--- src/sv/pidt_ram.sv ---
// Generic single-port RAM with registered read.
`timescale 1ns / 1ps
`default_nettype none
module pidt_ram #(
  parameter int unsigned Width = 8,
  parameter int unsigned Depth = 16
) (
  input  wire logic                     clk_i,
  input  wire logic                     we_i,
  input  wire logic [$clog2(Depth)-1:0] addr_i,
  input  wire logic [Width-1:0]         wdata_i,
  output logic [Width-1:0]              rdata_o
);
  logic [Width-1:0] mem_q [Depth];

  // Write or read one word
  always_ff @(posedge clk_i) begin
    if (we_i) begin
      mem_q[addr_i] <= wdata_i;
    end
    rdata_o <= mem_q[addr_i];
  end
endmodule
`default_nettype wire

--- config.mk ---
export PLATFORM = sky130hd
export DESIGN_NAME = pidt_ram
export DESIGN_NICKNAME = d
export VERILOG_FILES = /design/src/sv/pidt_ram.sv
export SDC_FILE = /design/constraint.sdc
export NUM_CORES = 1
export LEC_CHECK = 0
export BUFFER_PORTS_ARGS = -buffer_cell sky130_fd_sc_hd__buf_2
export CAP_MARGIN = 20
export CORE_MARGIN = 10
export CORE_UTILIZATION = 65
export CTS_BUF_LIST = sky130_fd_sc_hd__clkbuf_4 sky130_fd_sc_hd__clkbuf_8 sky130_fd_sc_hd__clkbuf_16
export DETAILED_ROUTE_END_ITERATION = 12
export HOLD_SLACK_MARGIN = 0.15
export PLACE_DENSITY = 0.83
export SYNTH_ARGS = -nofsm -noshare
export SYNTH_HDL_FRONTEND = slang
export SYNTH_SLANG_ARGS = --single-unit
--- constraint.sdc ---
create_clock -name clk_i -period 4.7 [get_ports clk_i]
set_input_delay 0.705 -clock clk_i [delete_from_list [all_inputs] [get_ports clk_i]]
set_output_delay 0.705 -clock clk_i [all_outputs]
set_load 0.02 [all_outputs]
==> impl_metrics.yaml <==
status:
  status: "complete, no violations"
placement:
  gp_congestion: 0.830
  portBuffers: 21
  dpl.cell_count: 346
  dp_hpwl_mm: 6.31
  pre_cts_slack_ns: 1.83
yosys:
  synthTopCellsByCount: "128 x edfxtp_1, 32 x mux4_2, 16 x a22oi_1"
  synth_area_sq_um: 5070
  yosys-top-cells-area: "edfxtp_1 76%, mux4_2 14%, dfxtp_1 3.2%"
  yosysMostFrequentCell: "edfxtp_1"
  yosysTopAreaCell: "edfxtp_1"
  syn_area_per_cell_sq_um: 22.0
  synth_nets: 244
  synth-seq-cells: 136
  synth_top_area_frac: 0.759
  async_flop_share: 0
  synth_edf_count: 128
  yosysWarnings: 0
  ys_seq_area_frac: 0.790
  ys.flop_type: "edfxtp_1"
  synth_cell_types: 18
  netlist_instances: 230
sta:
  setup_viol: 0
  tightest_slew_ns: 0.921
  slew_viol_final: 0
  worst_slack_ns: 2.29
  period_needed_ns: 2.41
  rsz0062_at_grt: "false"
  fmax_ghz: 0.416
  timing.slew.headroom: 0.386
  period_share: 0.512
  hold_viol_final: 0
  fin_worst_skew_ns: 0.00940
  fin_tns_setup_ns: 0
power_and_ir_drop:
  max-vdd-ir-drop_mv: 0.298
  p_per_area_nw_per_um2: 484
  power_uw: 2850
  power.leakage_uw: 0.00194
clocking:
  clock_path_buffers: 2
  clk_pin_slew_ns: 0.06
  cts_repair_resize_count: 0
  cts_tree: "done"
  cts_root_buffer: "clkbuf_8"
  h-tree-depth: 4
  clk_latency_ns: 0.52
  cts.sinks: 136
  ctsHoldBuffers: 0
  cts_buffers: 17
  cts_setup_buffers: 0
routing:
  dr.max_layer_used: "met4"
  first_pass_iters: 5
  drt-initial-drc-count: 275
  drc: 0
  wl_met2_mm: 5.67
  met1_length_mm: 4.22
  ant_nets: 0
  post_drt_wl_per_cell_microns: 29.8
  via_count: 2564
  vias_per_cell: 6.77
  wl_met3_mm: 1.07
  wirelength_mm: 11.3
layout:
  final_core_util: 0.769
  fill_cells: 368
  final_cells: 379
  antenna_cells: 0
  area_delta_synth_final_pct: 16.1
  nNetsFinal: 278
  drive_gt1_frac: 0.325
setup_path:
  worstRegToRegCells: 3
  cp_data_arrival_time_ns: 2.55
  critPathCaptureType: "flip-flop"
  reg2reg_slack_ns: 3.24
  path_max_fanout: 24
  cp-start-kind: "input pin"
  crit_required_ns: 4.85
  r2r-start: "mem_q[2][6]"
  r2r_end: "rdata_o[6]"
  crit_type: "input pin to flip-flop"
grt:
  grt_usage: 0.208
  grt_pass1_wl_mm: 16.8
  antenna_found_initial: 0
  grt_pass1_vias: 2588
  overflow: 0
  grt_start_max_net_pins: 40
worst_hold_path:
  hold_path_depth: 1
  whs_endpoint: "mem_q[6][4]"
  hp-class: "input pin to flip-flop"
  hold_path.startpoint: "wdata_i[4]"
floorplan:
  die-area_sq_um: 11700
  die_width_microns: 108
  die_y_microns: 108
  core_area_sq_um: 7650
  start_util: 0.663
  row_count: 32
  io_pins: 22
flow_run:
  maxCapViolCount: 0
==> layout make-up <==
cell class | count | area, sq um | area share
Tap cell | 102 | 128 | 0.0217
Timing Repair Buffer | 26 | 140 | 0.0238
Clock buffer | 21 | 463 | 0.0787
Sequential cell | 136 | 4000 | 0.681
Multi-Input combinational cell | 83 | 1000 | 0.171
Clock inverter | 11 | 145 | 0.0247
==> cells in the final DEF, fill, tap and decap left out, types with 3 or more instances in the layout <==
cell | synthesis | routed
edfxtp_1 | 128 | 128
clkbuf_8 | 0 | 4
clkbuf_16 | 0 | 16
nor2_1 | 13 | 13
nand2_1 | 9 | 9
a22oi_1 | 16 | 16
buf_2 | 2 | 22
bufinv_16 | 0 | 3
mux4_2 | 32 | 32
dfxtp_1 | 8 | 8
buf_4 | 0 | 4
nor3_1 | 4 | 4
==> report_power, final <==
part           internal (uW)  leakage (uW)  total [uW]  switching (uW)
clock                    856      0.000295        1340             489
sequential              1360       0.00122        1370            9.96
combinational           49.7      0.000420         138            88.4
total                   2260       0.00194        2850             587
==> routing by layer <==
metal,track usage,vias to the layer above
met5,0,-
met4,0.102,0
met3,0.0708,24
met2,0.314,172
met1,0.266,1334
li1,-,1034
==> how the worst max path moves through the flow <==
stage,start,endpoint,slack (ns)
3_5_place_dp,addr_i[0],mem_q[3][7],1.83
2_1_floorplan,addr_i[2],mem_q[0][0],2.50
5_1_grt,addr_i[0],mem_q[11][7],2.11
3_3_place_gp,addr_i[0],mem_q[3][2],1.87
4_1_cts,addr_i[0],mem_q[11][7],2.30
6_report,addr_i[0],mem_q[11][7],2.29
==> metrics by stage <==
step,area [sq um],hold slack (ns)
final,5880,0.601
after global routing,5880,0.592
after CTS,5880,0.570
after detailed placement,5270,0.680
after global placement,5270,0.663
after floorplan,5070,0.635
==> flip-flops by register name (all words and copies together), names as in the netlist <==
register	cells
mem_q	128
rdata_o	8
==> critical path, stage by stage <==
cell,delay [ns]
buf_2,0.44
buf_4,0.46
nand2_1,0.23
nor2_1,0.70
==> kinds of logic (layout without fill, tap and decap cells) <==
| logic type | Yosys count | in the layout | share of synthesized area |
|---|---|---|---|
| buffers and inverters | 11 | 58 | 0.0119 |
| DFF | 136 | 136 | 0.790 |
| AOI/OAI and AO/OA | 16 | 16 | 0.0237 |
| and+or+nand+nor | 35 | 35 | 0.0321 |
| muxes | 32 | 32 | 0.142 |
Note: power is estimated with default switching activity, not from simulation.
